**config.mk**
```make
export PLATFORM = sky130hd
export DESIGN_NAME = pgd_front_flat
export DESIGN_NICKNAME = d
export VERILOG_FILES = /design/src/rtl/core/pgd_pkg.sv /design/src/rtl/core/pgd_if.sv /design/src/rtl/core/pgd_front.sv /design/src/flat_wrapper.sv
export SDC_FILE = /design/constraint.sdc
export NUM_CORES = 1
export LEC_CHECK = 0
export ABC_CLOCK_PERIOD_IN_PS = 2800
export BUFFER_PORTS_ARGS = -buffer_cell sky130_fd_sc_hd__buf_2
export CAP_MARGIN = 10
export CORE_MARGIN = 2
export CORE_UTILIZATION = 50
export CTS_BUF_LIST = sky130_fd_sc_hd__clkbuf_8
export CTS_CLUSTER_DIAMETER = 80
export CTS_CLUSTER_SIZE = 8
export DETAILED_ROUTE_END_ITERATION = 7
export GPL_TIMING_DRIVEN = 0
export HOLD_SLACK_MARGIN = 0.08
export PLACE_DENSITY = 0.8
export SETUP_SLACK_MARGIN = 0.5
export SYNTH_ARGS = -nofsm -noshare
export SYNTH_HDL_FRONTEND = slang
export SYNTH_SLANG_ARGS = --single-unit
```
**constraint.sdc**
```tcl
create_clock -name clk -period 2.8 [get_ports clk]
set_input_delay 0.14 -clock clk [delete_from_list [all_inputs] [get_ports clk]]
set_output_delay 0.14 -clock clk [all_outputs]
set_load 0.01 [all_outputs]
```
**src/rtl/core/pgd_pkg.sv**
```systemverilog
package pgd_pkg;

  // Command codes carried by an input request.
  localparam logic [1:0] CMD_REPORT = 2'd0;
  localparam logic [1:0] CMD_LAYER  = 2'd1;
  localparam logic [1:0] CMD_TICK   = 2'd2;

  // Direction sectors, clockwise from east with y pointing down.
  localparam logic [2:0] DIR_E  = 3'd0;
  localparam logic [2:0] DIR_SE = 3'd1;
  localparam logic [2:0] DIR_S  = 3'd2;
  localparam logic [2:0] DIR_SW = 3'd3;
  localparam logic [2:0] DIR_W  = 3'd4;

  // Sector boundary tangents in unsigned Q32, rounded to nearest.
  localparam int TAN_W = 34;
  localparam logic [TAN_W-1:0] TAN22 = 34'd1735279427;
  localparam logic [TAN_W-1:0] TAN23 = 34'd1823105454;
  localparam logic [TAN_W-1:0] TAN67 = 34'd10118308865;
  localparam logic [TAN_W-1:0] TAN68 = 34'd10630417090;

  // Width of one slice of a magnitude fed to a tangent multiplier.
  localparam int PIECE_W = 16;

  // Reset value of the minimum gesture distance register.
  localparam logic [15:0] MIN_DIST_RESET = 16'd500;

  // Queue between the front and the back part.
  localparam int Q_DEPTH = 4;
  localparam int Q_PTR_W = 2;

  // Motion and wheel fields passed through to the result.
  typedef struct packed {
    logic signed [15:0] out_x;
    logic signed [15:0] out_y;
    logic signed [7:0]  out_v;
    logic signed [7:0]  out_h;
  } rpt_t;

endpackage

```
**src/rtl/core/pgd_if.sv**
```systemverilog
interface pgd_in_if;
  logic              valid;
  logic              ready;
  logic [1:0]        cmd;
  logic signed [15:0] dx;
  logic signed [15:0] dy;
  logic signed [7:0] dv;
  logic signed [7:0] dh;
  logic              in_gesture_layer;
  logic              raise_held;

  modport source (
    output valid, cmd, dx, dy, dv, dh, in_gesture_layer, raise_held,
    input  ready
  );
  modport sink (
    input  valid, cmd, dx, dy, dv, dh, in_gesture_layer, raise_held,
    output ready
  );
endinterface


```
**src/rtl/core/pgd_front.sv**
```systemverilog
module pgd_front
  import pgd_pkg::*;
#(
  parameter int SUM_WIDTH = 32
) (
  input  logic                        clk,
  input  logic                        rst,
  pgd_in_if.sink                      items,
  input  logic                        q_full,
  output logic                        push,
  output rpt_t                        push_rpt,
  output logic                        push_resolve,
  output logic signed [SUM_WIDTH-1:0] push_sx,
  output logic signed [SUM_WIDTH-1:0] push_sy
);

  localparam logic signed [SUM_WIDTH-1:0] SUM_MAX = {1'b0, {(SUM_WIDTH-1){1'b1}}};
  localparam logic signed [SUM_WIDTH-1:0] SUM_MIN = {1'b1, {(SUM_WIDTH-1){1'b0}}};

  logic signed [SUM_WIDTH-1:0] sum_x;
  logic signed [SUM_WIDTH-1:0] sum_y;
  logic                        gesture_held;
  logic                        gesture_done;
  logic signed [SUM_WIDTH:0]   add_x;
  logic signed [SUM_WIDTH:0]   add_y;
  logic                        resolve;

  // Clamp a one-bit-wider sum back to the accumulator range.
  function automatic logic signed [SUM_WIDTH-1:0] sat(input logic signed [SUM_WIDTH:0] v);
    if (v[SUM_WIDTH] != v[SUM_WIDTH-1]) begin
      return v[SUM_WIDTH] ? SUM_MIN : SUM_MAX;
    end
    return v[SUM_WIDTH-1:0];
  endfunction

  // A request is taken whenever the queue has room.
  assign items.ready = !q_full;
  assign push        = items.valid && !q_full;

  // Sign-extended sums of the accumulators and the report motion.
  assign add_x = {sum_x[SUM_WIDTH-1], sum_x} + {{(SUM_WIDTH-15){items.dx[15]}}, items.dx};
  assign add_y = {sum_y[SUM_WIDTH-1], sum_y} + {{(SUM_WIDTH-15){items.dy[15]}}, items.dy};

  // A tick resolves a gesture that was armed and whose layer has been left.
  assign resolve = (items.cmd == CMD_TICK) && !gesture_held && !gesture_done;

  // Job handed to the back part: masked report fields and the sums as they stand.
  always_comb begin
    push_rpt = '0;
    if (items.cmd == CMD_REPORT && !items.raise_held) begin
      push_rpt.out_x = items.dx;
      push_rpt.out_y = items.dy;
      push_rpt.out_v = items.dv;
      push_rpt.out_h = items.dh;
    end
  end
  assign push_resolve = resolve;
  assign push_sx      = sum_x;
  assign push_sy      = sum_y;

  // Gesture state, updated once per accepted request.
  always_ff @(posedge clk) begin
    if (rst) begin
      sum_x        <= '0;
      sum_y        <= '0;
      gesture_held <= 1'b0;
      gesture_done <= 1'b1;
    end else if (push) begin
      unique case (items.cmd)
        CMD_REPORT: begin
          if (items.in_gesture_layer) begin
            sum_x <= sat(add_x);
            sum_y <= sat(add_y);
          end
        end
        CMD_LAYER: begin
          if (items.in_gesture_layer) begin
            sum_x        <= '0;
            sum_y        <= '0;
            gesture_held <= 1'b1;
            gesture_done <= 1'b0;
          end else begin
            gesture_held <= 1'b0;
          end
        end
        CMD_TICK: begin
          if (resolve) begin
            gesture_done <= 1'b1;
          end
        end
        default: begin
        end
      endcase
    end
  end

endmodule

```
**src/flat_wrapper.sv**
```systemverilog
// flat-port wrapper written by rule: the top's interface ports become plain ports
module pgd_front_flat import pgd_pkg::*;
#(
  parameter int SUM_WIDTH = 32
)
  (clk, rst, q_full, push, push_rpt, push_resolve, push_sx, push_sy, items_valid, items_cmd, items_dx, items_dy, items_dv, items_dh, items_in_gesture_layer, items_raise_held, items_ready);
  pgd_in_if items_i ();
  input  logic clk;
  input  logic rst;
  input  logic q_full;
  output logic push;
  output rpt_t push_rpt;
  output logic push_resolve;
  output logic signed [SUM_WIDTH-1:0] push_sx;
  output logic signed [SUM_WIDTH-1:0] push_sy;
  input wire logic [$bits(items_i.valid)-1:0] items_valid;
  input wire logic [$bits(items_i.cmd)-1:0] items_cmd;
  input wire logic [$bits(items_i.dx)-1:0] items_dx;
  input wire logic [$bits(items_i.dy)-1:0] items_dy;
  input wire logic [$bits(items_i.dv)-1:0] items_dv;
  input wire logic [$bits(items_i.dh)-1:0] items_dh;
  input wire logic [$bits(items_i.in_gesture_layer)-1:0] items_in_gesture_layer;
  input wire logic [$bits(items_i.raise_held)-1:0] items_raise_held;
  output wire logic [$bits(items_i.ready)-1:0] items_ready;
  assign items_i.valid = items_valid;
  assign items_i.cmd = items_cmd;
  assign items_i.dx = items_dx;
  assign items_i.dy = items_dy;
  assign items_i.dv = items_dv;
  assign items_i.dh = items_dh;
  assign items_i.in_gesture_layer = items_in_gesture_layer;
  assign items_i.raise_held = items_raise_held;
  assign items_ready = items_i.ready;
  pgd_front #(.SUM_WIDTH(SUM_WIDTH)) u_core (.clk(clk), .rst(rst), .items(items_i), .q_full(q_full), .push(push), .push_rpt(push_rpt), .push_resolve(push_resolve), .push_sx(push_sx), .push_sy(push_sy));
endmodule
```
Word-level counts from Yosys, hierarchy flattened
Index checks and enable logic that the tools add are counted.
{ "op_classes": {"addsub": 2, "eq_ne": 7, "mux": 26, "reduce_logical": 14} }
{ "op_table": {"columns": ["operator", "count"], "rows": [
  ["$mux W32", 9],
  ["$pmux W32 S2", 2],
  ["$add A32 B16 Y33", 2],
  ["$mux W48", 1],
  ["$mux W1", 13],
  ["$reduce_and A4 Y1", 2],
  ["$ne A2 B2 Y1 const B", 3],
  ["$logic_and A1 B1 Y1", 4],
  ["$logic_not A1 Y1", 4],
  ["$reduce_bool A2 Y1", 2],
  ["$eq A2 B1 Y1 const B", 1],
  ["$eq A2 B2 Y1 const B", 1],
  ["$logic_not A2 Y1", 1],
  ["$ne A1 B1 Y1", 2],
  ["$pmux W1 S2", 1],
  ["$reduce_and A2 Y1", 1]
]} }
{ "word_totals": {"register_bits": 66, "inputBits": 56, "output_inout_bits": 115, "elab_cells": 53} }

Depth between registers and ports, before layout
{ "depth": {"word_depth": 10, "ltp_mapped": 12, "depth_no_buf": 11} }

Worst setup path after synthesis
No wires, ideal clock.
{ "synth_timing": {"kind": "reg-to-reg", "startpoint": "reg u_core.sum_y[0], in the netlist u_core.push_sy[0]", "endpoint": "reg u_core.sum_y[22], in the netlist u_core.push_sy[22]", "t_arrival_ps": 2750, "required_ps": 2668, "slack_ps": -82, "path_stages_with_launch": 12, "path_buffers": 0, "synth_period_minus_slack_ps": 2882, "cell_sequence": "dfxtp_1 -> ha_1 -> fa_1 -> a211oi_1 -> o21ai_1 -> o2111a_1 -> or4_1 -> a31oi_1 -> o21ai_1 -> xor2_1 -> o21ai_1 -> a21oi_1"} }
{ "synth_via": {"elab_chain_cells": 10, "word_cells_on_any_way": 12, "cone_classes": "1 x add/sub; 1 x eq/ne; 10 x mux"} }
{ "synth_rtl": {"columns": ["item", "line_no", "source"], "rows": [
  ["from (decl)", "pgd_front.sv:21", "logic signed [SUM_WIDTH-1:0] sum_y;"],
  ["from (signal assigned)", "pgd_front.sv:73", "sum_y <= sat(add_y);"],
  ["$add A32 B16 Y33 (*)", "pgd_front.sv:42", "assign add_y = {sum_y[SUM_WIDTH-1], sum_y} + {{(SUM_WIDTH-15){items.dy[15]}}, items.dy};"],
  ["$ne A1 B1 Y1", "pgd_front.sv:30", "if (v[SUM_WIDTH] != v[SUM_WIDTH-1]) begin"],
  ["$mux W1", "pgd_front.sv:30", null],
  ["$mux W1", "pgd_front.sv:71", "if (items.in_gesture_layer) begin"],
  ["$mux W1", "pgd_front.sv:69", "unique case (items.cmd)"],
  ["$mux W1", "pgd_front.sv:68", "end else if (push) begin"],
  ["$mux W1", "pgd_front.sv:63", "if (rst) begin"],
  ["$mux W32 (*)", "pgd_front.sv:33", "return v[SUM_WIDTH-1:0];"],
  ["$mux W32 (*)", "pgd_front.sv:71", null],
  ["$pmux W32 S2 (*)", "pgd_front.sv:69", null]
]} }
Mark *: on every way between the ends. The rest lies on a longest branch, timed or not. The select of a mux whose other input is x is not followed.
A chain may end at the register's enable or synchronous reset.

Worst setup path in the final report
{ "layout_timing": {"startpoint": "reg u_core.sum_y[0], in the netlist u_core.push_sy[0]", "endpoint": "reg u_core.sum_y[24], in the netlist u_core.push_sy[24]"} }
Same word-level chain as after synthesis.

==> impl_metrics.ini <==
[critical_path]
worstPathCellList = ha_4, fa_2, a211oi_2, o21ai_2, o2111a_2, buf_12, o21ai_4, a31oi_4, buf_6, buf_6, nor2_4, a21oi_4, clkbuf_16, o21ai_2, a21oi_1
path_delay_family = compound AO/OA/AOI/OAI gates
startpoint_type = flip-flop
critPathArrivalTime_ps = 3340
slowest_delay_ps = 340
slowest_stage = dfxtp_2
worstPathMaxFanout = 7
worstSetupPathDepth = 15
r2r_cells = 15
cp_num_buf_inv = 4
startpoint = u_core.push_sy[0]$_SDFFE_PP0P_
cp_data_required_time_ps = 3030
crit_type = flip-flop to flip-flop
reg2reg_from = u_core.push_sy[0]$_SDFFE_PP0P_
endpoint_kind = flip-flop

[synthesis]
synth_fp_nets = 935
ys_seq_elements = 66
syn_inst = 813
synthDistinctLibCells = 70
synth_area_sq_mm = 0.00615
yosysWarningCount = 0
seq_area_frac_synth_pct = 21.5
synth-edff-count = 0
synth-async-reset-ratio_pct = 0
synth_ff_type = dfxtp_1
syn_avg_cell_area_sq_um = 7.56

[floorplan]
ios = 171
core_area_sq_mm = 0.0120
die_area_sq_mm = 0.0132
start_util_pct = 51.2
die_w_um = 115
die_h_um = 115
fp-row-count = 40

[clocking]
cts_tree = done
numCtsBuffers = 9
clk_pin_slew_worst_paths_ps = 80
clockBufferDepth = 2
cts_root_buf = clkbuf_8
clk_latency_ps = 370
htree_num_levels = 3
cts.sinks = 66

[global_routing]
grt_overflow_total = 0
grt_pass1_vias = 6638
grt_antenna_before_repair = 0
grt_use_total_pct = 29.8
grt_max_degree = 19
grt_first_pass_wirelength_um = 31900

[pwr]
p_per_area_mw_per_mm2 = 272
vdd.ir_drop.worst_mv = 0.191
intPower_mw = 1.54
pwr-share-seq_pct = 41.3
p_clk_share_pct = 32.3
power_frac_comb_pct = 26.5
switching_share_pct = 34.0
p_leak_nw = 4.12
switching_power_mw = 0.793

[drt]
drt_wl_total_um = 21600
drcViolationCount = 0
wire_per_inst_um = 18.0
drt-initial-drc-count = 555
drtPass1Iterations = 6
vias_per_cell = 6.12
ant_nets = 0
num_vias = 7348

[placement]
gp_congestion = 0.944
dp.cells = 1130
place_ws_ps = -411
io_buffers = 170
dpl.hpwl_um = 13900

[sta]
tns_ps = -12340
fin_crit_ps = 3110
drv_slew = 0
finalHoldViolCount = 0
period_share_pct = 111
finalSetupViolCount = 62
slew_headroom_pct = 31.1
rsz0062_at_grt = yes
finClkSkew_ps = 17.4
fmax_mhz = 322
worst_pin_slew_ps = 1030
timing.final.ws_setup_ps = -310

[status]
failed_checks = negative setup slack
status = finished with violations

[layout]
final_nets = 1171
fillers = 912
syn_to_final_growth_pct = 39.6
diodes = 0
drive_above_1_share_pct = 34.7
fin_cells = 1201

[hold_path]
min_path_cells = 3
min-delay-path-class = primary input to flip-flop
min_from = items_cmd[0]

[flow_run]
drv_cap = 0
area by class of cell:
| class | count | area [sq um] | share of cell area (%) |
|---|---|---|---|
| tap | 147 | 184 | 2.14 |
| multi-input combinational | 703 | 5180 | 60.4 |
| sequential | 66 | 1330 | 15.5 |
| timing repair buffer | 224 | 1430 | 16.7 |
| clock buffer | 10 | 138 | 1.60 |
| inverter | 8 | 30.0 | 0.350 |
| clock inverter | 6 | 26.3 | 0.306 |
| buffer | 37 | 262 | 3.05 |
power by group through the flow:
stage	sequential, mW	combinational [mW]	clock (mW)
global placement	0.983	0.497	0
CTS	0.961	0.568	0.752
detailed placement	0.983	0.508	0
floorplan	0.987	0.340	0
global route	0.963	0.668	0.782
finish	0.962	0.617	0.752
final timing paths:
| check | end | slack (ps) |
|---|---|---|
| worst max-delay path | u_core.push_sy[24]$_SDFFE_PP0P_ | -310 |
| worst max register to register | u_core.push_sy[24]$_SDFFE_PP0P_ | -310 |
| worst min register to register | u_core.gesture_held$_SDFFE_PP0P_ | 470 |
| worst min-delay path | u_core.gesture_held$_SDFFE_PP0P_ | 140 |
worst register-to-register path: cells and delay by family (launching register included):
kind,cells,cell delay (ps)
flip-flops,1,340
buffers and inverters,4,640
AND/OR/NAND/NOR,1,170
adder cells (fa/ha/maj),2,510
AO/OA/AOI/OAI,8,1320
cells in the final DEF, fill, tap and decap left out, types with 5 or more instances in the layout:
master,instances
o21ai_4,6
inv_1,10
nand4_1,8
buf_4,34
a21oi_1,103
and2_1,52
buf_6,14
nor2_1,29
a211oi_2,5
o21ai_2,30
nor2b_1,5
clkbuf_1,18
o21bai_1,8
and3_1,7
dfxtp_1,63
nand2_1,101
nand2b_1,6
xnor2_1,31
a21o_1,28
clkbuf_8,12
ha_4,5
o211ai_1,6
nor3_1,5
xor2_1,23
a21oi_2,15
a22o_1,14
buf_8,7
nand3_1,15
o21a_1,5
buf_2,175
ha_1,58
o21ai_1,23
nand2b_4,9
o21ai_0,26
a31oi_1,6
kinds of logic after synthesis:
logic type	Yosys count	synth area share (%)
AOI/OAI and AO/OA	313	31.6
xor gates and xnor gates	57	8.12
adders and majority gates	66	13.7
buffers and inverters	45	3.40
DFF	66	21.5
and+or+nand+nor	266	21.7
synthesized netlist by cell type, types with 2 or more instances:
master	count	area [sq um]
a211oi_1	8	60.1
a21boi_0	4	30.0
a21o_1	28	210
a21oi_1	117	586
a221oi_2	2	30.0
a22o_1	14	123
a22oi_1	2	15.0
a2bb2oi_1	2	17.5
a31oi_1	8	50.1
and2_1	52	325
and3_1	7	43.8
and4_1	2	17.5
buf_2	10	50.1
buf_6	3	33.8
clkbuf_1	22	82.6
dfxtp_1	66	1320
fa_1	2	40.0
ha_1	64	801
inv_1	7	26.3
nand2_1	102	383
nand2b_1	16	100
nand3_1	17	85.1
nand3b_1	3	22.5
nand4_1	8	50.1
nor2_1	32	120
nor2b_1	6	37.5
nor3_1	6	30.0
o211a_1	2	20.0
o211ai_1	6	45.0
o21a_1	5	37.5
o21ai_0	70	350
o21ai_1	14	70.1
o21bai_1	8	60.1
o31ai_1	2	15.0
o41ai_1	2	17.5
or2_0	2	12.5
or2_2	2	12.5
or3_1	3	18.8
xnor2_1	34	298
xor2_1	23	201
flip-flops by register name (all words and copies together), names as in the netlist:
name,cells
u_core.push_sy,32
u_core.push_sx,32
u_core.gesture_done,1
u_core.gesture_held,1
timing repair:
| item | 4_1_cts | 5_1_grt |
|---|---|---|
| gates cloned | 5 | 2 |
| endpoints found under the hold margin | 1 | 0 |
| setup buffers | 32 | 15 |
| endpoints found under the setup margin | 64 | 71 |
| pin swaps | 56 | 38 |
| resized for setup | 101 | 41 |
| hold buffers | 1 | 0 |
routing by layer:
layer	track usage, %	wire length [um]	part of all wire (%)	vias up
met5	0	0	0	-
met4	14.3	969	4.5	0
met3	4.64	1710	7.9	86
met2	48.3	9890	46	421
met1	38.7	9010	42	3405
li1	-	-	-	3436
per-stage QoR:
stage	hold WS (ps)	total power, mW	utilization (%)	area (sq um)
after floorplan	311	1.33	-	6290
after global placement	450	1.48	61.0	7330
after detailed placement	457	1.49	61.0	7330
after CTS	124	2.28	68.4	8220
after global routing	154	2.41	71.4	8580
final	143	2.33	71.4	8580
Note: power is estimated with default switching activity, not from simulation.
