[src/rtl/core/pgd_pkg.sv]
package pgd_pkg;

  // Command codes carried by an input request.
  localparam logic [1:0] CMD_REPORT = 2'd0;
  localparam logic [1:0] CMD_LAYER  = 2'd1;
  localparam logic [1:0] CMD_TICK   = 2'd2;

  // Direction sectors, clockwise from east with y pointing down.
  localparam logic [2:0] DIR_E  = 3'd0;
  localparam logic [2:0] DIR_SE = 3'd1;
  localparam logic [2:0] DIR_S  = 3'd2;
  localparam logic [2:0] DIR_SW = 3'd3;
  localparam logic [2:0] DIR_W  = 3'd4;

  // Sector boundary tangents in unsigned Q32, rounded to nearest.
  localparam int TAN_W = 34;
  localparam logic [TAN_W-1:0] TAN22 = 34'd1735279427;
  localparam logic [TAN_W-1:0] TAN23 = 34'd1823105454;
  localparam logic [TAN_W-1:0] TAN67 = 34'd10118308865;
  localparam logic [TAN_W-1:0] TAN68 = 34'd10630417090;

  // Width of one slice of a magnitude fed to a tangent multiplier.
  localparam int PIECE_W = 16;

  // Reset value of the minimum gesture distance register.
  localparam logic [15:0] MIN_DIST_RESET = 16'd500;

  // Queue between the front and the back part.
  localparam int Q_DEPTH = 4;
  localparam int Q_PTR_W = 2;

  // Motion and wheel fields passed through to the result.
  typedef struct packed {
    logic signed [15:0] out_x;
    logic signed [15:0] out_y;
    logic signed [7:0]  out_v;
    logic signed [7:0]  out_h;
  } rpt_t;

endpackage

[src/rtl/core/pgd_queue.sv]
module pgd_queue
  import pgd_pkg::*;
#(
  parameter int DATA_W = 8
) (
  input  logic              clk,
  input  logic              rst,
  input  logic              push,
  input  logic [DATA_W-1:0] push_data,
  output logic              full,
  input  logic              pop,
  output logic              empty,
  output logic [DATA_W-1:0] head_data
);

  logic [DATA_W-1:0]  slots [Q_DEPTH];
  logic [Q_PTR_W-1:0] wr_ptr;
  logic [Q_PTR_W-1:0] rd_ptr;
  logic [Q_PTR_W:0]   count;

  assign full      = (count == (Q_PTR_W+1)'(Q_DEPTH));
  assign empty     = (count == '0);
  assign head_data = slots[rd_ptr];

  // Storage is written at the tail only.
  always_ff @(posedge clk) begin
    if (push) begin
      slots[wr_ptr] <= push_data;
    end
  end

  // Pointers and fill count.
  always_ff @(posedge clk) begin
    if (rst) begin
      wr_ptr <= '0;
      rd_ptr <= '0;
      count  <= '0;
    end else begin
      if (push) begin
        wr_ptr <= wr_ptr + 1'b1;
      end
      if (pop) begin
        rd_ptr <= rd_ptr + 1'b1;
      end
      if (push && !pop) begin
        count <= count + 1'b1;
      end else if (pop && !push) begin
        count <= count - 1'b1;
      end
    end
  end

endmodule

[config.mk]
export PLATFORM = sky130hd
export DESIGN_NAME = pgd_queue
export DESIGN_NICKNAME = d
export VERILOG_FILES = /design/src/rtl/core/pgd_pkg.sv /design/src/rtl/core/pgd_queue.sv
export SDC_FILE = /design/constraint.sdc
export NUM_CORES = 1
export LEC_CHECK = 0
export ABC_AREA = 0
export BUFFER_PORTS_ARGS = -buffer_cell sky130_fd_sc_hd__buf_2
export CORE_ASPECT_RATIO = 1.1
export CORE_MARGIN = 2
export CORE_UTILIZATION = 50
export DETAILED_ROUTE_END_ITERATION = 12
export PLACE_DENSITY = 0.83
export SLEW_MARGIN = 0
export SYNTH_ARGS = -nofsm -noshare
export SYNTH_HDL_FRONTEND = slang
export SYNTH_SLANG_ARGS = --single-unit
[constraint.sdc]
create_clock -name clk -period 1.58 [get_ports clk]
set_input_delay 0.237 -clock clk [delete_from_list [all_inputs] [get_ports clk]]
set_output_delay 0.237 -clock clk [all_outputs]
set_load 0.1 [all_outputs]
== Word-level counts from Yosys, hierarchy flattened ==
Memories as Yosys holds them, arrays and structs flattened. A register that Yosys moved wholly into a read port is not among the register bits.
Cells that the tools add are included.

* $add $sub $neg: 4
* Multiplexer cells: 6
* Equal/unequal tests: 1
* Reductions and logical operators: 6

{| class="wikitable"
|+ Operators by type and width
! kind !! count
|-
| 2-to-1 mux 3 bit || 2
|-
| adder 2 x 1 -> 2 bit (second input constant) || 2
|-
| 2-to-1 mux 2 bit || 2
|-
| adder 3 x 1 -> 3 bit (second input constant) || 1
|-
| equality test 3 bit (second input constant) || 1
|-
| logical NOT 3 bit || 1
|-
| subtractor 3 x 1 -> 3 bit (second input constant) || 1
|-
| logical AND 1 bit || 2
|-
| logical NOT 1 bit || 2
|-
| 2-to-1 mux 1 bit || 2
|-
| nonzero test 2 bit || 1
|}

* Bits in registers: 7
* Memory bits (writable): 32
* Input port bits: 12
* Memories: 1
* Output and inout port bits: 10
* Logic and storage cells: 21

{| class="wikitable"
|+ Memory list
! memory !! words !! bits a word !! rd ports !! clocked after memory_dff !! write ports !! line !! text
|-
| slots || 4 || 8 || 1 || 1 || 1 || pgd_queue.sv:16 || <nowiki>logic [DATA_W-1:0] slots [Q_DEPTH];</nowiki>
|}

== Logic depth before layout (Yosys ltp) ==
Gate-level depths: netlist of run 1.

* Depth after elaboration: 4
* Mapped depth: 7

== Worst setup path before layout of run 1 ==
OpenSTA, ideal clock, no wires.

* Path kind: register to output
* Start point: register count[1]
* End point: output full
* Path buffers: 0
* Setup slack: -1.209 ns
* Stages on the path, launching flop included: 2
* Arrival time: 2.552 ns
* Path through: dfxtp_1 > nor3b_1

* Longest elaborated chain between the ends: 1

{| class="wikitable"
|+ RTL lines
! item !! line !! text
|-
| from (decl) || pgd_queue.sv:19 || <nowiki>logic [Q_PTR_W:0] count;</nowiki>
|-
| from (signal assigned) || pgd_queue.sv:46 || <nowiki>count <= count + 1'b1;</nowiki>
|-
| from (signal assigned) || pgd_queue.sv:48 || <nowiki>count <= count - 1'b1;</nowiki>
|-
| equality test 3 bit || pgd_queue.sv:21 || <nowiki>assign full = (count == (Q_PTR_W+1)'(Q_DEPTH));</nowiki>
|-
| to (decl) || pgd_queue.sv:10 || <nowiki>output logic full,</nowiki>
|}

No other way between the ends.

==> results of run 1 <==
## power breakdown
part / internal [mW] / switching (mW)
combinational: 0.210 / 0.455
clock: 0.174 / 0.294
sequential: 1.23 / 0.0416
total: 1.62 / 0.791
## area by class of cell
type	instances	area (sq um)	area share (%)
Sequential cell	41	1140	60.1
Multi-Input combinational cell	38	420	22.1
Timing Repair Buffer	26	230	12.1
Clock buffer	7	45.0	2.37
Tap cell	34	42.5	2.24
Inverter	4	15.0	0.789
Clock inverter	1	5.00	0.263
## metrics by stage
step	power [mW]	instances	setup slack (ns)
floorplan	1.78	86	-0.236
global placement	1.88	143	-0.0276
detailed placement	1.91	143	-0.127
CTS	2.43	151	-0.227
global route	2.52	151	-0.261
finish	2.41	151	-0.193
## Yosys cell counts
| cell type | instances |
|---|---|
| inv_1 | 4 |
| ha_1 | 5 |
| nor3b_1 | 1 |
| nor2_1 | 7 |
| nand2_1 | 1 |
| and2_1 | 4 |
| clkbuf_2 | 1 |
| a21oi_1 | 1 |
| dfxtp_1 | 9 |
| buf_6 | 1 |
| mux4_2 | 8 |
| xor2_1 | 3 |
| o21ai_0 | 1 |
| or3_1 | 1 |
| edfxtp_1 | 32 |
| xnor2_1 | 2 |
| mux2i_1 | 2 |
| fa_1 | 1 |
| nor3_1 | 1 |
| clkbuf_1 | 1 |
## worst max path at each step
| stage | end | slack (ns) | depth (start not counted) |
|---|---|---|---|
| after floorplan | full | -0.24 | 1 |
| after global placement | count[2] | -0.03 | 8 |
| after detailed placement | count[2] | -0.13 | 8 |
| after CTS | head_data[7] | -0.23 | 3 |
| after global routing | head_data[7] | -0.26 | 3 |
| final | head_data[7] | -0.19 | 3 |
## cell usage in the layout (no fill, tap or decap), types with 2 or more instances in the layout
cell,n
xor2_1,3
clkbuf_1,2
buf_6,6
dfxtp_2,2
buf_12,2
dfxtp_1,7
clkbuf_4,5
mux2i_1,2
inv_1,4
buf_4,5
buf_2,11
edfxtp_1,32
and2_1,4
buf_8,2
ha_1,5
mux4_2,8
nor2_1,7
xnor2_1,2
## sequential cells by signal, summed over array words and instances, names as in the netlist, named ones only
register and cells:
count 3, rd_ptr 2, slots 32, wr_ptr 2
## cell families (layout without fill, tap and decap cells)
group	count (synthesis)	after routing	synth area share [%]
DFF	41	41	71.9
xor gates and xnor gates	5	5	2.76
buffers and inverters	7	38	2.21
muxes	10	10	12.6
adders and majority gates	6	6	5.21
AOI/OAI and AO/OA	2	2	0.630
and+or+nand+nor	15	15	4.65
## layer usage
metal	share of wire, %	vias up	routed length, microns	global-route usage (%)
met5	0	-	0	0
met4	1.9	0	44	6.98
met3	5.8	4	137	5.95
met2	52	24	1220	25.9
met1	40	379	940	16.1
li1	-	379	-	-
## worst reg2reg max path, delay by kind of cell, from the launching register on
family                     cells  cell delay [ns]
AOI/OAI and AO/OA              1             0.14
and+or+nand+nor                1             0.31
DFF                            1             0.38
xor gates and xnor gates       1             0.19
adders and majority gates      1             0.45
## repair_timing
item	4_1_cts	5_1_grt
buffers inserted	0	0
gates resized for setup	20	2
endpoints found under the setup margin	10	9
endpoints found under the hold margin	0	0
==> summary.md, run 1 <==
| Metric | Value |
|---|---|
| GPL Wtd Cong | `roughly 0.66` |
| Initial antenna violation count | `0` |
| Total gr overflow | `0` |
| Status | `finished, violations left` |
| Worst Setup End Kind | `output port` |
| CTS tree | `done` |
| Top cells by area, synth | `edfxtp_1 61%, dfxtp_1 11%, mux4_2 11%` |
| Cts bufs inserted | `5` |
| Register area share after synthesis | `a little under three quarters` |
| Worst path slowest cell | `mux4_2` |
| Worst hold margin | `0.112 ns` |
| Vias | `slightly below 800` |
| Post-DP HPWL | `1630 microns` |
| Endpoints failing setup | `8` |
| Required time worst endpoint | `about 1.3 ns` |
| Fin worst setup slack | `-0.193 ns` |
| First-pass DRT Iterations | `4` |
| Clock slew at reported path FFs | `around 0.11 ns` |
| Slowest stage delay, CP | `~0.53 ns` |
| Post-placement cell area | `roughly 1800 sq um` |
| Fin Clk Skew | `0.0118 ns` |
| Core Area | `3050 sq um` |
| Fillers | `240` |
| Synthesized instance count | `86` |
| Failing checks | `negative setup slack` |
| First-pass GRT wire length | `about 3900 microns` |
| Synth Net Count | `between 100 and 150` |
| WS Path Type | `flop to output port` |
| Netlist Area Pre-Place | `between 1500 and 2000 sq um` |
| Sink Count | `between 40 and 50` |
| Top delay family on crit path | `multiplexers` |
| Worst-path cell chain | `buf_12 -> mux4_2 -> buf_8` |
| Share of post-route cells with drive strength above 1 | `37.6%` |
| Avg Cell Area, Syn | `about 18 sq um` |
| Final ANT Viol Nets | `0` |
| Synth top area share | `between 60% and 70%` |
| Tmin final | `roughly 1.8 ns` |
| Hold buffers post-CTS | `0` |
| Initial DRC Count | `11` |
| Die ar. | `around 3600 sq um` |
| Final instance area | `about 1900 sq um` |
| Die height | `63.1 microns` |
| Clock root buffer | `clkbuf_4` |
| Syn-to-layout area delta | `19.9%` |
| Worst reg2reg startpoint | `count[1]` |
| Unique masters post-synth | `20` |
| Worst hold path stage count | `1` |
| Largest net degree at the start of global routing | `13` |
| Hold WC Path Type | `input pin to flop` |
| Crit Path Max Fanout | `8` |
| Pins Over Slew Limit | `0` |
| Critical path buffers and inverters | `2` |
| Worst-Margin Slew | `around 0.44 ns` |
| PortBufs | `21` |
| Clk_lat worst skew | `between 0.3 and 0.4 ns` |
| Hold endpoint | `slots[3][3]` |
| Vias/cell | `around 5.2` |
| #FFs+latches synth | `roughly 40` |
| Antenna fix cells | `0` |
| Period utilisation layout | `112%` |
| Finished Core Util | `~62%` |
| Vias in the first global route | `832` |
| Die width | `between 50 and 60 microns` |
| Unrepaired setup endpoints after global routing | `true` |
| Overall global routing resource usage | `between 15 and 20%` |
| Worst rel slew slack | `a little under three quarters` |
| Hold Path Origin | `push_data[3]` |
| FMAX | `564 MHz` |
| CTS max path bufs | `2` |
| Pleak | `roughly 0.70 nW` |
| Register-to-Register Path Depth | `4` |
| CP Launch Type | `flop` |
| Initial Utilization | `between 50% and 60%` |
| Reg2reg end | `count[2]` |
| Synth warnings | `0` |
| Maximum vdd drop | `slightly above 700 uV` |
| H-Tree Depth | `2` |
| Reg2reg setup slack | `about 0.050 ns` |
| Final-report hold violation count | `0` |
| Row cnt | `21` |
| CP Data Arrival Time | `between 1.5 and 2 ns` |
| Synth area leader | `edfxtp_1` |
| Ports | `22` |
| Final TNS setup | `-1.45 ns` |
| Fin nets | `between 100 and 150` |
| Residual DRC count | `0` |
| PD cells | `1270 nW/um^2` |
| Routed len/inst | `around 16 microns` |
| Max-cap violations | `0` |
| Final wirelength | `approximately 2300 microns` |
Note: power is estimated with default switching activity, not from simulation.
==> run 2: changes to the inputs <==
Settings changed: CTS_BUF_LIST from default to sky130_fd_sc_hd__clkbuf_2.
==> run 2 against run 1 <==
The flow still finishes with violations (negative setup slack). Power fell by 1.8%. Largest cell class unchanged. Highest routed layer unchanged. Sequential power barely moved. Critical path depth stayed put. Global-route usage decreased by 0.26 points. Die area stayed put.
==> summary.md, run 2 (synthesis gave the netlist of run 1 again) <==
| Metric | Value |
|---|---|
| Status | `finished, violations left (unchanged)` |
| Failing checks | `negative setup slack (unchanged)` |
| Antenna fix cells | `0 (unchanged)` |
| Critical path buffers and inverters | `2 (unchanged)` |
| Hold Path Origin | `push_data[3] (unchanged)` |
| Vias in the first global route | `828 (was 832)` |
| Max-cap violations | `0 (unchanged)` |
| Biggest regs | `slots: 32 flops, count: 3 flops (unchanged)` |
| Number of flip-flops in the largest register | `32 (unchanged)` |
| Pleak | `0.710 nW (was 0.705 nW)` |
| Worst reg2reg startpoint | `count[0] (was count[1])` |
| Ports | `22 (unchanged)` |
| Vias | `779 (was 786)` |
| Period utilisation layout | `115% (was 112%)` |
| Row cnt | `21 (unchanged)` |
| Post-DP HPWL | `1630 microns (unchanged)` |
| CP Data Arrival Time | `1.58 ns (was 1.54 ns)` |
| Fillers | `241 (was 240)` |
| CTS tree | `done (unchanged)` |
| First-pass GRT wire length | `3880 microns (was 3910 microns)` |
| Fin cells | `151 (unchanged)` |
| Final ANT Viol Nets | `0 (unchanged)` |
| Sink Count | `41 (unchanged)` |
| Initial Utilization | `52.1% (unchanged)` |
| Endpoints failing setup | `8 (unchanged)` |
| Initial antenna violation count | `0 (unchanged)` |
| Tmin final | `1.82 ns (was 1.77 ns)` |
| Worst path slowest cell | `mux4_2 (unchanged)` |
| Crit Path Max Fanout | `8 (unchanged)` |
| Syn-to-layout area delta | `19.6% (was 19.9%)` |
| Maximum vdd drop | `730 uV (was 720 uV)` |
| CP Launch Type | `flop (unchanged)` |
| Cts bufs inserted | `5 (unchanged)` |
| Placed Instances | `143 (unchanged)` |
| GPL Wtd Cong | `0.663 (unchanged)` |
| CTS max path bufs | `2 (unchanged)` |
| Reg2reg end | `count[2] (unchanged)` |
| Worst hold path stage count | `1 (unchanged)` |
| Slowest stage delay, CP | `0.52 ns (was 0.53 ns)` |
| Clock slew at reported path FFs | `0.18 ns (was 0.11 ns)` |
| Routed len/inst | `15.5 microns (about the same)` |
| Unrepaired setup endpoints after global routing | `true (unchanged)` |
| Register-to-Register Path Depth | `4 (unchanged)` |
| Die height | `63.1 microns (unchanged)` |
| Core Area | `3050 sq um (unchanged)` |
| Die ar. | `3640 sq um (unchanged)` |
| Hold WC Path Type | `input pin to flop (unchanged)` |
| Finished Core Util | `62.2% (was 62.4%)` |
| Most common cell after layout, fill and taps aside | `edfxtp_1 (unchanged)` |
| Worst rel slew slack | `71.2% (was 70.9%)` |
| Most frequent cells in the layout | `32 x edfxtp_1, 11 x buf_2, 9 x buf_6, 8 x mux4_2 (was 32 x edfxtp_1, 11 x buf_2, 8 x mux4_2, 7 x nor2_1, 7 x dfxtp_1)` |
| Share of post-route cells with drive strength above 1 | `40.2% (was 37.6%)` |
| Top delay family on crit path | `multiplexers (unchanged)` |
| Die width | `57.7 microns (unchanged)` |
| Clock root buffer | `clkbuf_2 (was clkbuf_4)` |
| Total gr overflow | `0 (unchanged)` |
| WS Path Type | `flop to output port (unchanged)` |
| FMAX | `550 MHz (was 564 MHz)` |
| Clk_lat worst skew | `0.37 ns (was 0.33 ns)` |
| PortBufs | `21 (unchanged)` |
| Fin nets | `134 (unchanged)` |
| First-pass DRT Iterations | `4 (unchanged)` |
| Fin Clk Skew | `0.0116 ns (was 0.0118 ns)` |
| Hold buffers post-CTS | `0 (unchanged)` |
| WP depth | `3 (unchanged)` |
| Final wirelength | `2330 microns (was 2340 microns)` |
| Largest net degree at the start of global routing | `13 (unchanged)` |
| Required time worst endpoint | `1.34 ns (about the same)` |
| Reg2reg setup slack | `0.04 ns (was 0.05 ns)` |
| Final-report hold violation count | `0 (unchanged)` |
| Biggest register | `slots (unchanged)` |
| Worst Setup End Kind | `output port (unchanged)` |
| Fin worst setup slack | `-0.240 ns (was -0.193 ns)` |
| Worst-path cell chain | `buf_12 -> mux4_2 -> buf_8 (unchanged)` |
| Residual DRC count | `0 (unchanged)` |
| Initial DRC Count | `11 (unchanged)` |
| Vias/cell | `5.16 (was 5.21)` |
| H-Tree Depth | `2 (unchanged)` |
| PD cells | `1250 nW/um^2 (was 1270 nW/um^2)` |
| Hold endpoint | `slots[3][3] (unchanged)` |
| Worst-Margin Slew | `0.432 ns (was 0.437 ns)` |
| Overall global routing resource usage | `14.9% (was 15.1%)` |
| Pins Over Slew Limit | `0 (unchanged)` |
[run 2: cell counts in the layout (fill, tap and decap cells not counted)]
No cell type changed its count.
[run 2: power by group]
part	internal [mW]	total [mW]	leakage, nW	switching, mW
clock	0.121	0.417	0.0330	0.296
sequential	1.23	1.28	0.369	0.0415
combinational	0.215	0.672	0.307	0.457
[run 2: how the worst max path moves through the flow]
stage / startpoint / end
floorplan: count[1] / full
global placement: pop / count[2]
detailed placement: pop / count[2]
CTS: flop / head_data[7]
global route: flop / head_data[1]
finish: flop / head_data[3]
[run 2: final cells by class]
| type | count | area, sq um | area share, % |
|---|---|---|---|
| clock buffers | 7 | 35.0 | 1.85 |
| inverters | 4 | 15.0 | 0.792 |
| flip-flops and latches | 41 | 1140 | 60.4 |
| repair buffers | 26 | 234 | 12.3 |
| well taps | 34 | 42.5 | 2.24 |
| multi-input cells | 38 | 420 | 22.2 |
| clock inverters | 1 | 5.00 | 0.264 |
[run 2: metrics by stage]
| step | setup WS (ns) | hold WS, ns | total power, mW | area [sq um] | setup TNS, ns |
|---|---|---|---|---|---|
| floorplan | -0.236 | 0.336 | 1.78 | 1600 | -0.465 |
| global placement | -0.0276 | 0.450 | 1.88 | 1790 | -0.0276 |
| detailed placement | -0.127 | 0.453 | 1.91 | 1790 | -0.127 |
| CTS | -0.284 | 0.0342 | 2.37 | 1880 | -2.16 |
| global route | -0.333 | 0.0269 | 2.48 | 1900 | -2.57 |
| finish | -0.240 | 0.0644 | 2.36 | 1900 | -1.87 |
[run 2: timing repair]
action,4_1_cts,5_1_grt
endpoints found under the hold margin,0,0
pin swaps,0,0
gates resized for setup,19,5
endpoints found under the setup margin,10,11
buffers inserted,0,0
[run 2: worst register-to-register path, stage by stage, from the launching register on]
cell     delay [ns]
dfxtp_2        0.39
fa_1           0.46
xor2_1         0.19
or3_1          0.31
a21oi_1        0.14
[run 2: per-layer routing]
layer,wire length (microns),GRT usage (%),vias up
met2,1230,25.9,21
met1,920,16.1,372
met4,45,6.10,0
met3,134,5.34,5
li1,-,-,381
met5,0,0,-
